`src/rtl/pds_pkg.sv`:
```
// Shared constants, status codes and small helper functions for the
// polar decomposition strain block. No dependencies.
`default_nettype none

package pds_pkg;

    localparam int MAX_ITERATIONS_DEF = 32;
    localparam int FRACTION_BITS_DEF  = 24;

    localparam logic [30:0] LIMIT_RESET = 31'd17;

    localparam logic [1:0] ST_OK        = 2'd0;
    localparam logic [1:0] ST_SING_GRAD = 2'd1;
    localparam logic [1:0] ST_SING_ITER = 2'd2;
    localparam logic [1:0] ST_NO_CONV   = 2'd3;

    // Clamp a wide signed value to the 32-bit signed range.
    function automatic logic signed [31:0] sat32(input logic signed [65:0] v);
        logic signed [31:0] res;
        if (v > 66'sh0_7FFF_FFFF)
            res = 32'sh7FFF_FFFF;
        else if (v < -66'sh0_8000_0000)
            res = -32'sh8000_0000;
        else
            res = v[31:0];
        return res;
    endfunction

    // Next row or column index modulo three.
    function automatic logic [1:0] inc3(input logic [1:0] v);
        return (v == 2'd2) ? 2'd0 : v + 2'd1;
    endfunction

    // Flat element index of row r, column c.
    function automatic logic [3:0] elem(input logic [1:0] r, input logic [1:0] c);
        return {1'b0, r, 1'b0} + {2'b00, r} + {2'b00, c};
    endfunction

endpackage

`default_nettype wire

```
`src/rtl/pds_mul.sv`:
```
// Shared signed 32x32 multiplier with a registered 64-bit product.
// No dependencies beyond pds_pkg.
`default_nettype none

module pds_mul
(
    input  wire logic               clk,
    input  wire logic signed [31:0] a,
    input  wire logic signed [31:0] b,
    output logic signed [63:0]      prod
);
    import pds_pkg::*;

    logic signed [63:0] prod_reg;

    always_ff @(posedge clk)
    begin
        prod_reg <= 64'(a) * 64'(b);
    end

    assign prod = prod_reg;

endmodule

`default_nettype wire

```
`config.mk`:
```
export PLATFORM = sky130hd
export DESIGN_NAME = pds_mul
export DESIGN_NICKNAME = d
export VERILOG_FILES = /design/src/rtl/pds_pkg.sv /design/src/rtl/pds_mul.sv
export SDC_FILE = /design/constraint.sdc
export NUM_CORES = 2
export LEC_CHECK = 0
export BUFFER_PORTS_ARGS = -buffer_cell sky130_fd_sc_hd__buf_2
export CORE_MARGIN = 2
export CORE_UTILIZATION = 30
export DETAILED_ROUTE_END_ITERATION = 16
export PLACE_DENSITY = 0.49
export SLEW_MARGIN = 15
export SYNTH_ARGS = -nofsm -noshare
export SYNTH_HDL_FRONTEND = slang
export SYNTH_SLANG_ARGS = --single-unit
```
`constraint.sdc`:
```
create_clock -name clk -period 19.72 [get_ports clk]
set_input_delay 0.986 -clock clk [delete_from_list [all_inputs] [get_ports clk]]
set_output_delay 0.986 -clock clk [all_outputs]
set_load 0.005 [all_outputs]
```
==> impl_metrics.csv <==
group,metric,value,unit
outcome,status,"completed",
detailed_routing,routed_wl,109000,um
critical_path,worstSetupPathType,"in2reg",
yosys,yosys-top-cells-area,"fa_1 58%, inv_1 9.6%, and2_1 8.7%, ha_1 6.2%, nand2_1 5.2%",
detailed_routing,drc_errors,0,
clock_tree,cts_tree,"built",
floorplanning,initial_core_util,30.2,%
yosys,synthDistinctLibCells,63,
yosys,synth_edf_count,0,
timing,setup_violations,0,
floorplanning,core,0.123,mm2
detailed_routing,dr.pass1.iters,5,
placed_design,gp_congestion,0.814,
yosys,avgSynthCellArea,9.59,um2
placed_design,numPortBuffers,128,
job,drv_cap,0,
timing,finalSetupTns,0,ns
yosys,yosysSeqAreaShare,3.44,%
detailed_routing,via_count,25063,
min_path,hold_start,"a[0]",
global_route,antenna_found_initial,14,
critical_path,cp-start-kind,"input pin",
clock_tree,cts_sinks,64,
detailed_routing,wl_met1,45900,um
clock_tree,cts_setup_buffers,0,
critical_path,crit_top_cell,"fa_1",
floorplanning,design.die.area,0.127,mm2
clock_tree,post_cts_resize_count,0,
global_route,grt_pass1_vias,28960,
timing,rsz0062_at_grt,"no",
floorplanning,die_width,356,um
yosys,synth_nets,5215,
detailed_routing,antenna_left,0,
critical_path,critPathCaptureType,"flop",
timing,slew_violations,0,
cells_and_area,fillCellCount,12958,
detailed_routing,routed.top_layer,"met5",
timing,period_needed,9.20,ns
yosys,synthFlopType,"dfxtp_1",
timing,fmax,109,MHz
yosys,netlist_instances,3884,
critical_path,crit_buf_inv,9,
critical_path,critPathTopFamily,"adder cells",
critical_path,cp_slowest_stage_delay,0.88,ns
floorplanning,fp.dieH,356,um
clock_tree,clkSlewWorstSetupHoldPaths,0.07,ns
detailed_routing,route.met2.wl,56300,um
yosys,syn-cell-area,0.0372,mm2
clock_tree,cts-root-buf,"clkbuf_16",
timing,whs,1.16,ns
min_path,min_to,"prod[0]",
cells_and_area,drive_above_1_share,4.91,%
min_path,hp-class,"in2reg",
cells_and_area,largest_reg_flops,64,
clock_tree,clockBufferDepth,2,
detailed_routing,wl_per_cell,19.8,um
timing,maxSlewHeadroom,26.3,%
detailed_routing,wl_met3,4630,um
floorplanning,io_pins,129,
timing,finalHoldViolCount,0,
critical_path,crit_fanout,32,
placed_design,place_inst,5474,
yosys,synth_top_cell_by_area,"fa_1",
placed_design,dp_hpwl,86600,um
clock_tree,ctsHtreeMaxLevel,3,
placed_design,place_ws,10.0,ns
critical_path,worst_path_max_delay_cell,"fa_1",
clock_tree,cts_inserted_buffers,9,
critical_path,required,20.08,ns
yosys,yosysTopAreaCellShare,58.2,%
timing,layout_setup_ws,10.52,ns
global_route,gr-total-overflow,0,
yosys,yosys_warnings,0,
yosys,ys_seq_elements,64,
global_route,grt_usage,18.1,%
detailed_routing,drt_iter0_markers,1107,
detailed_routing,vias_per_cell,4.56,
cells_and_area,instances_no_fill,5493,
timing,worst_slew_pin_slew,1.11,ns
floorplanning,rows,129,
clock_tree,ctsHoldBuffers,0,
critical_path,crit_arrival,9.55,ns
cells_and_area,syn2layout_area_growth,6.56,%
cells_and_area,nets,5179,
global_route,grt_pass1_wl,174000,um
global_route,grt_max_degree,33,
min_path,hold_depth,3,
timing,period_share,46.6,%
yosys,async_flop_share,0,%
## metrics by stage
| stage | cell area [um2] | util (%) |
|---|---|---|
| after floorplan | 37200 | - |
| after global placement | 39400 | 31.9 |
| after detailed placement | 39400 | 31.9 |
| after CTS | 39700 | 32.1 |
| after global routing | 39700 | 32.1 |
| final | 39700 | 32.1 |
## synthesized netlist by cell type (12+ instances only)
library cell     n
o21ai_0         28
dfxtp_1         64
nand2_1        511
fa_1          1082
a21oi_1         68
o21bai_1        15
nand3_1         15
and2_1         516
ha_1           184
a21o_1          23
nor2_1          42
xor2_1          22
a31oi_1         12
inv_1          952
clkbuf_1       195
xnor2_1         53
## logic make-up (layout without fill, tap and decap cells)
logic type | count (synthesis) | count (layout) | synth area share (%)
flip-flops | 64 | 64 | 3.44
XOR/XNOR | 75 | 75 | 1.76
AND/OR/NAND/NOR | 1134 | 1134 | 15.4
adder cells (fa/ha/maj) | 1266 | 1266 | 64.3
AO/OA/AOI/OAI | 193 | 193 | 3.46
buffers and inverters | 1152 | 1121 | 11.6
other | 0 | 3 | 0
## cell usage in the layout (no fill, tap or decap), types with 7 or more instances in the layout
cell / instances
a21o_1: 23
a21oi_1: 68
a31oi_1: 12
and2_1: 516
and3_1: 7
buf_2: 128
buf_4: 25
clkbuf_16: 9
dfxtp_1: 64
fa_1: 1082
ha_1: 184
inv_1: 952
nand2_1: 511
nand2b_1: 9
nand3_1: 15
nand4_1: 7
nor2_1: 42
o21ai_0: 28
o21bai_1: 15
xnor2_1: 53
xor2_1: 22
## worst min-delay path: stages
cell    delay, ns
buf_2        0.10
buf_4        0.24
and2_1       0.19
## per-layer routing
metal	up-vias	GRT usage (%)
li1	10964	-
met1	13539	23.2
met2	454	32.5
met3	92	2.79
met4	14	3.38
met5	-	0
## how the worst max path moves through the flow
stage / start / end / slack (ns) / cells past startpoint
5_1_grt: a[31] / prod[62] / 9.93 / 26
6_report: a[31] / prod[62] / 10.52 / 26
2_1_floorplan: b[2] / prod[62] / 11.47 / 24
4_1_cts: a[31] / prod[62] / 10.46 / 26
3_5_place_dp: a[31] / prod[62] / 10.0 / 26
3_3_place_gp: a[31] / prod[60] / 10.06 / 27
## layout make-up
| type | instances | area, um2 | area share, % |
|---|---|---|---|
| inverters | 952 | 3570 | 9.00 |
| repair buffers | 153 | 828 | 2.09 |
| clock inverters | 3 | 65.1 | 0.164 |
| multi-input cells | 2668 | 31600 | 79.7 |
| clock buffers | 13 | 250 | 0.631 |
| flip-flops and latches | 64 | 1280 | 3.23 |
| well taps | 1637 | 2050 | 5.16 |
| diodes | 3 | 7.51 | 0.0189 |
Power is left out: the tool's default activity adds up to more than one toggle a clock period on the data nets, which glitch-free logic cannot reach.
