--- config.mk ---
export PLATFORM = sky130hd
export DESIGN_NAME = pds_div
export DESIGN_NICKNAME = d
export VERILOG_FILES = /design/src/rtl/pds_pkg.sv /design/src/rtl/pds_div.sv
export SDC_FILE = /design/constraint.sdc
export NUM_CORES = 1
export LEC_CHECK = 0
export BUFFER_PORTS_ARGS = -buffer_cell sky130_fd_sc_hd__buf_4
export CAP_MARGIN = 20
export CORE_ASPECT_RATIO = 0.5
export CORE_UTILIZATION = 65
export CTS_CLUSTER_SIZE = 8
export DETAILED_ROUTE_END_ITERATION = 16
export PLACE_DENSITY = 0.86
export SLEW_MARGIN = 25
export SYNTH_ARGS = -nofsm -noshare
export SYNTH_HDL_FRONTEND = slang
export SYNTH_SLANG_ARGS = --single-unit
--- constraint.sdc ---
create_clock -name clk -period 5.41 [get_ports clk]
set_input_delay 0.2705 -clock clk [delete_from_list [all_inputs] [get_ports clk]]
set_output_delay 0.2705 -clock clk [all_outputs]
set_load 0.01 [all_outputs]
--- src/rtl/pds_pkg.sv ---
// Shared constants, status codes and small helper functions for the
// polar decomposition strain block. No dependencies.
`default_nettype none

package pds_pkg;

    localparam int MAX_ITERATIONS_DEF = 32;
    localparam int FRACTION_BITS_DEF  = 24;

    localparam logic [30:0] LIMIT_RESET = 31'd17;

    localparam logic [1:0] ST_OK        = 2'd0;
    localparam logic [1:0] ST_SING_GRAD = 2'd1;
    localparam logic [1:0] ST_SING_ITER = 2'd2;
    localparam logic [1:0] ST_NO_CONV   = 2'd3;

    // Clamp a wide signed value to the 32-bit signed range.
    function automatic logic signed [31:0] sat32(input logic signed [65:0] v);
        logic signed [31:0] res;
        if (v > 66'sh0_7FFF_FFFF)
            res = 32'sh7FFF_FFFF;
        else if (v < -66'sh0_8000_0000)
            res = -32'sh8000_0000;
        else
            res = v[31:0];
        return res;
    endfunction

    // Next row or column index modulo three.
    function automatic logic [1:0] inc3(input logic [1:0] v);
        return (v == 2'd2) ? 2'd0 : v + 2'd1;
    endfunction

    // Flat element index of row r, column c.
    function automatic logic [3:0] elem(input logic [1:0] r, input logic [1:0] c);
        return {1'b0, r, 1'b0} + {2'b00, r} + {2'b00, c};
    endfunction

endpackage

`default_nettype wire

--- src/rtl/pds_div.sv ---
// Restoring divider, one quotient bit per cycle: (cof * 2^FRACTION_BITS) / det,
// truncated toward zero and saturated to 32 bits. Uses pds_pkg.
`default_nettype none

module pds_div
#(
    parameter int FRACTION_BITS = pds_pkg::FRACTION_BITS_DEF
)
(
    input  wire logic               clk,
    input  wire logic               rst_n,
    input  wire logic               start,
    input  wire logic signed [31:0] cof,
    input  wire logic signed [63:0] det,
    output logic                    done,
    output logic signed [31:0]      quotient
);
    import pds_pkg::*;

    localparam int DIV_BITS = 32 + FRACTION_BITS;
    localparam int CW = $clog2(DIV_BITS + 1);

    logic [DIV_BITS-1:0] num_reg;
    logic [63:0]         rem_reg;
    logic [63:0]         den_reg;
    logic                neg_reg;
    logic [CW-1:0]       cnt_reg;
    logic                busy_reg;
    logic                fin_reg;

    logic [31:0] cof_abs;
    logic [64:0] rem_sh;
    logic [64:0] rem_diff;
    logic        qbit;
    logic        over_pos;
    logic        over_neg;

    assign cof_abs  = cof[31] ? 32'(-cof) : 32'(cof);
    assign rem_sh   = {rem_reg, num_reg[DIV_BITS-1]};
    assign rem_diff = rem_sh - {1'b0, den_reg};
    assign qbit     = !rem_diff[64];

    always_ff @(posedge clk or negedge rst_n)
    begin
        if (!rst_n)
        begin
            busy_reg <= 1'b0;
            fin_reg  <= 1'b0;
            cnt_reg  <= '0;
        end
        else
        begin
            fin_reg <= 1'b0;
            if (start)
            begin
                busy_reg <= 1'b1;
                cnt_reg  <= CW'(DIV_BITS);
            end
            else if (busy_reg)
            begin
                cnt_reg <= cnt_reg - 1'b1;
                if (cnt_reg == CW'(1))
                begin
                    busy_reg <= 1'b0;
                    fin_reg  <= 1'b1;
                end
            end
        end
    end

    always_ff @(posedge clk)
    begin
        if (start)
        begin
            num_reg <= {cof_abs, {FRACTION_BITS{1'b0}}};
            rem_reg <= '0;
            den_reg <= det[63] ? 64'(-det) : 64'(det);
            neg_reg <= cof[31] ^ det[63];
        end
        else if (busy_reg)
        begin
            rem_reg <= qbit ? rem_diff[63:0] : rem_sh[63:0];
            num_reg <= {num_reg[DIV_BITS-2:0], qbit};
        end
    end

    assign over_pos = |num_reg[DIV_BITS-1:31];
    assign over_neg = (|num_reg[DIV_BITS-1:32]) || (num_reg[31] && (|num_reg[30:0]));

    always_comb
    begin
        if (neg_reg)
            quotient = over_neg ? -32'sh8000_0000 : -$signed(num_reg[31:0]);
        else
            quotient = over_pos ? 32'sh7FFF_FFFF : $signed(num_reg[31:0]);
    end

    assign done = fin_reg;

endmodule

`default_nettype wire

==> results.json, run 1 <==
{
  "clockBufferDepth": 2,
  "slew_violations": 0,
  "drt_wl_total_mm": 37.72,
  "worstMarginPinSlew_ns": 0.9406,
  "die-area_um2": 22750,
  "status": "completed",
  "final_layout_size_suffix_gt1_frac": 0.1149,
  "cts_resized": 0,
  "skew_ns": 0.007935,
  "synth_edf_count": 97,
  "synth-seq-cells": 193,
  "antenna_cells": 0,
  "cts_max_level": 4,
  "place.gp.congestion": 0.9526,
  "worstPathMaxFanout": 26,
  "die_w_um": 212.3,
  "seq_power_share": 0.472,
  "relSlewSlack": 0.3729,
  "grt_pass1_wl_mm": 60.40,
  "power_mw": 3.590,
  "wl_met3_mm": 2.674,
  "fmax_mhz": 205.7,
  "power.internal_mw": 2.584,
  "wl_met2_mm": 17.45,
  "crit_path_end_kind": "output port",
  "critPathRequiredTime_ns": 5.14,
  "ys_warn_count": 0,
  "setup_viol": 0,
  "cts_tree": "yes",
  "grtUsageTotal": 0.3317,
  "areaGrowthSynthToFinish_pct": 11.34,
  "nets": 1931,
  "rsz0062_at_grt": "no",
  "final_core_util": 0.7382,
  "yosys.cell_types.count": 77,
  "multi_input_area_um2": 8711,
  "pwr-share-comb": 0.188,
  "power_density_nw_per_um2": 224.3,
  "top_layer_used": "met4",
  "rows": 38,
  "cts_sinks": 193,
  "synth_area_um2": 14370,
  "hold_path.class": "in2reg",
  "ys_seq_area_frac": 0.3391,
  "regArea_um2": 4878,
  "drt-met1-wl_mm": 16.92,
  "cts.clk_slew.worst_paths_ns": 0.07,
  "drc": 0,
  "dp_hpwl_mm": 27.15,
  "synth_flop_cell": "edfxtp_1",
  "place_inst": 2041,
  "ios": 132,
  "grt_pass1_vias": 12277,
  "finalHoldViolations": 0,
  "dieHeight_um": 107.2,
  "maxCapViolCount": 0,
  "antenna_found_initial": 0,
  "setup_tns_ns": 0,
  "grt_max_degree": 110,
  "dr.pass1.iters": 7,
  "final_antenna_net_count": 0,
  "netSwitchingFraction": 0.2801,
  "design_area_um2": 16000,
  "critPathLaunchType": "flip-flop",
  "numCtsBuffers": 17,
  "clk_latency_ns": 0.46,
  "place_area_um2": 15430,
  "p_leak_nw": 6.745,
  "via_per_inst": 6.476,
  "portBuffers": 131,
  "final.period_utilization": 0.8985,
  "drt_first_iter_violations": 1222,
  "fillers": 1621,
  "finalCriticalPeriod_ns": 4.861,
  "final_common_cell": "nand2_1",
  "synthCells": 1707,
  "async_flop_share": 0.04145,
  "power_switching_mw": 1.006,
  "overflow": 0,
  "path_class": "reg2out",
  "arrival_ns": 4.59,
  "vias": 13437,
  "p_clk_frac": 0.340,
  "avgSynthCellArea_um2": 8.420,
  "root_buffer": "clkbuf_16",
  "final_cell_mix": "148 x nand2_1, 141 x nor2_1, 138 x buf_4",
  "ir_worst_vdd_mv": 0.2775,
  "syn_nets": 1876,
  "wl_per_cell_um": 18.18,
  "stdcell_count": 2075,
  "initial_core_util": 0.6630,
  "core_area_um2": 21680
}
==> cell usage after synthesis (31+ instances only) <==
cell type  count  share of area
a21oi_1      111          0.039
or3_1         32          0.014
nand4_1       31          0.013
o21ai_0      118          0.041
mux2i_1       36          0.025
nand2_1      148          0.039
a211oi_1      41          0.021
xnor2_1      124          0.076
ha_1          69          0.060
dfxtp_1       88           0.12
clkbuf_1      95          0.025
a22o_1        33          0.020
inv_1        105          0.027
nor2_1       143          0.037
o31ai_1       35          0.018
a21o_1        36          0.019
edfxtp_1      97           0.20
==> through the flow <==
stage	hold slack, ns	setup WS (ns)
floorplan	-0.02509	1.873
global placement	0.08962	1.297
detailed placement	0.09503	1.192
CTS	0.09355	0.6778
global route	0.09848	0.2312
finish	0.1006	0.5491
==> worst paths after layout <==
kind,startpoint,end,slack [ns],cells past startpoint
max in group asynchronous,rst_n,busy_reg,5.10,2
hold reg to reg,rem_reg[24],rem_reg[24],0.49,2
setup reg to reg,num_reg[55],rem_reg[54],1.34,13
hold / removal,det[19],den_reg[19],0.10,2
min in group asynchronous,rst_n,cnt_reg[0],0.16,2
setup / recovery,num_reg[0],quotient[2],0.55,11
==> critical path, stage by stage, from the launching register on <==
cell and delay, ns:
dfxtp_1 0.32, inv_1 0.11, ha_1 0.21, or3b_1 0.37
or3_1 0.37, or3_1 0.41, nor4_1 0.27, nand3_1 0.12
nand2_1 0.28, nand3_1 0.67, o311ai_0 0.77, buf_4 0.22
==> power groups by stage <==
stage	Combinational, mW	Clock [mW]	Sequential (mW)
finish	0.675	1.22	1.70
global route	0.738	1.28	1.71
CTS	0.668	1.22	1.69
detailed placement	0.659	0	1.73
global placement	0.642	0	1.72
floorplan	0.433	0	1.71
==> timing repair <==
item,CTS,global route
hold endpoints to repair,9,0
buffers inserted,0,0
hold buffers,2,0
==> final cells by class <==
type	instances	area share
repair buffers	142	0.06794
multi-input cells	1303	0.5443
clock inverters	9	0.003440
clock buffers	23	0.03143
inverters	105	0.02463
well taps	300	0.02345
flip-flops and latches	193	0.3048
==> per-layer routing <==
metal	track usage	vias to the layer above
li1	-	6423
met1	0.4503	6397
met2	0.5417	555
met3	0.06239	62
met4	0.09096	0
met5	0	-
==> logic make-up (layout without fill, tap and decap cells) <==
kind of cell | count (synthesis) | after routing | synth area share
DFF | 193 | 193 | 0.3391
muxes | 37 | 37 | 0.02585
adders and majority gates | 70 | 70 | 0.06146
buffers and inverters | 211 | 279 | 0.05554
AOI/OAI and AO/OA | 511 | 511 | 0.2391
xor gates and xnor gates | 153 | 153 | 0.09323
and+or+nand+nor | 532 | 532 | 0.1857
(Power assumes the default switching activity.)
==> run 2, diff against run 1 <==
Settings changed: CTS_BUF_LIST from default to sky130_fd_sc_hd__clkbuf_8, PLACE_DENSITY 0.86 to 0.93.
==> run 2 against run 1 <==
Register-to-register slack got worse by 0.14 ns. Setup slack got worse by 0.13 ns. Critical path type unchanged. Combinational power about the same. Highest routed layer unchanged. Design area decreased by 1.0%. First-iteration DRC count increased by 40%. Via count decreased by 0.55%. Largest power group unchanged. Global-route usage decreased by 0.82 points.
==> results.json, run 2 (same netlist as run 1, synthesis figures left out) <==
{
  "fmax_mhz": 200.2,
  "dr.pass1.iters": 6,
  "arrival_ns": 4.72,
  "clk_latency_ns": 0.52,
  "drt_wl_total_mm": 36.60,
  "final_antenna_net_count": 0,
  "timing.rr.start": "num_reg[55]",
  "via_per_inst": 6.443,
  "status": "completed",
  "final_core_util": 0.7306,
  "cts_tree": "yes",
  "vias": 13363,
  "cts_max_level": 4,
  "final.period_utilization": 0.9231,
  "rows": 38,
  "rsz0062_at_grt": "no",
  "numCtsBuffers": 17,
  "skew_ns": 0.01592,
  "antenna_found_initial": 0,
  "cts_sinks": 193,
  "ff2ff_path_depth": 13,
  "worstPathMaxFanout": 26,
  "power_mw": 3.364,
  "grtUsageTotal": 0.3235,
  "dieHeight_um": 107.2,
  "core_area_um2": 21680,
  "holdPathEnd": "den_reg[58]",
  "ios": 132,
  "ir_worst_vdd_mv": 0.1324,
  "grt_pass1_vias": 11933,
  "setup_viol": 0,
  "areaGrowthSynthToFinish_pct": 10.20,
  "antenna_cells": 0,
  "worstHoldPathCells": 2,
  "drc": 0,
  "maxCapViolCount": 0,
  "die-area_um2": 22750,
  "power_density_nw_per_um2": 212.4,
  "final_common_cell": "nand2_1",
  "drt_first_iter_violations": 1712,
  "initial_core_util": 0.6630,
  "cts.clk_slew.worst_paths_ns": 0.10,
  "place.gp.congestion": 0.9698,
  "finalHoldViolations": 0,
  "critPathRequiredTime_ns": 5.14,
  "portBuffers": 131,
  "hold_path.class": "in2reg",
  "dp_hpwl_mm": 26.57,
  "grt_use_met3": 0.05477,
  "crit_path_end_kind": "output port",
  "critPathLaunchType": "flip-flop",
  "final_cell_mix": "148 x nand2_1, 141 x nor2_1, 137 x buf_4",
  "min_from": "det[58]",
  "root_buffer": "clkbuf_8",
  "relSlewSlack": 0.4159,
  "grt_pass1_wl_mm": 59.12,
  "path_class": "reg2out",
  "clockBufferDepth": 2,
  "worstMarginPinSlew_ns": 0.8736,
  "grt_max_degree": 109,
  "slew_violations": 0,
  "final_layout_size_suffix_gt1_frac": 0.1139,
  "die_w_um": 212.3,
  "grtUsageMet2": 0.5054,
  "finalCriticalPeriod_ns": 4.994,
  "fillers": 1691,
  "hold_ws_ns": 0.04581,
  "wl_per_cell_um": 17.65,
  "grt_use_met1": 0.4615,
  "nets": 1930,
  "cts_resized": 0,
  "top_usage_layer": "met2",
  "setup_tns_ns": 0,
  "overflow": 0,
  "p_leak_nw": 6.652,
  "r2r_slack_ns": 1.20,
  "worstReg2RegEnd": "rem_reg[47]"
}
[run 2: cell types whose count changed in the layout (fill, tap and decap cells not counted), sizes merged]
cell | before | now
inv | 109 | 107
clkbuf | 23 | 17
clkinv | 4 | 7
clkinvlp | 1 | 3
bufinv | 0 | 3
buf | 140 | 139
[run 2: power by group]
| group | internal (mW) | total (mW) | switching [mW] |
|---|---|---|---|
| Combinational | 0.287 | 0.677 | 0.389 |
| Sequential | 1.64 | 1.70 | 0.0540 |
| Clock | 0.451 | 0.991 | 0.540 |
| Total | 2.38 | 3.36 | 0.983 |
[run 2: per-layer routing]
| layer | up-vias | wire (um) | part of all wire |
|---|---|---|---|
| met2 | 658 | 16140 | 0.44 |
| met4 | 0 | 581 | 0.016 |
| met5 | - | 0 | 0 |
| met3 | 66 | 3116 | 0.085 |
| met1 | 6238 | 16760 | 0.46 |
| li1 | 6401 | - | - |
[run 2: area by class of cell]
type	instances	area (um2)	area share
sequential	193	4878	0.3080
clock buffer	17	234.0	0.01477
timing repair buffer	141	1080	0.06817
tap	300	375.4	0.02370
clock inverter	15	167.7	0.01058
multi-input combinational	1303	8711	0.5499
inverter	105	394.1	0.02488
[run 2: worst max path at each step]
stage,to,start,cells after the start,slack [ns]
floorplan,quotient[28],num_reg[0],12,1.87
global route,quotient[2],num_reg[0],11,0.15
global placement,quotient[2],num_reg[0],11,1.21
finish,quotient[2],num_reg[0],11,0.42
detailed placement,quotient[2],num_reg[0],11,1.11
CTS,quotient[2],num_reg[0],11,0.55
[run 2: what timing repair did]
action                     in CTS  in global routing
setup endpoints to repair       0                  0
hold endpoints to repair        9                  0
hold buffers                    2                  0
setup buffers                   0                  0
[run 2: stage by stage]
| stage | worst slack, ns | cell area (um2) | std cells |
|---|---|---|---|
| floorplan | 1.873 | 14370 | 1707 |
| global placement | 1.209 | 15420 | 2040 |
| detailed placement | 1.105 | 15420 | 2040 |
| CTS | 0.5458 | 15840 | 2074 |
| global route | 0.1513 | 15840 | 2074 |
| finish | 0.4159 | 15840 | 2074 |
[run 2: critical path, cell delays in order (launching register included)]
cell	delay, ns
dfxtp_1	0.33
inv_1	0.11
ha_1	0.22
or3b_1	0.38
or3_1	0.37
or3_1	0.40
nor4_1	0.26
nand3_1	0.12
nand2_1	0.26
nand3_1	0.67
o311ai_0	0.84
buf_4	0.24
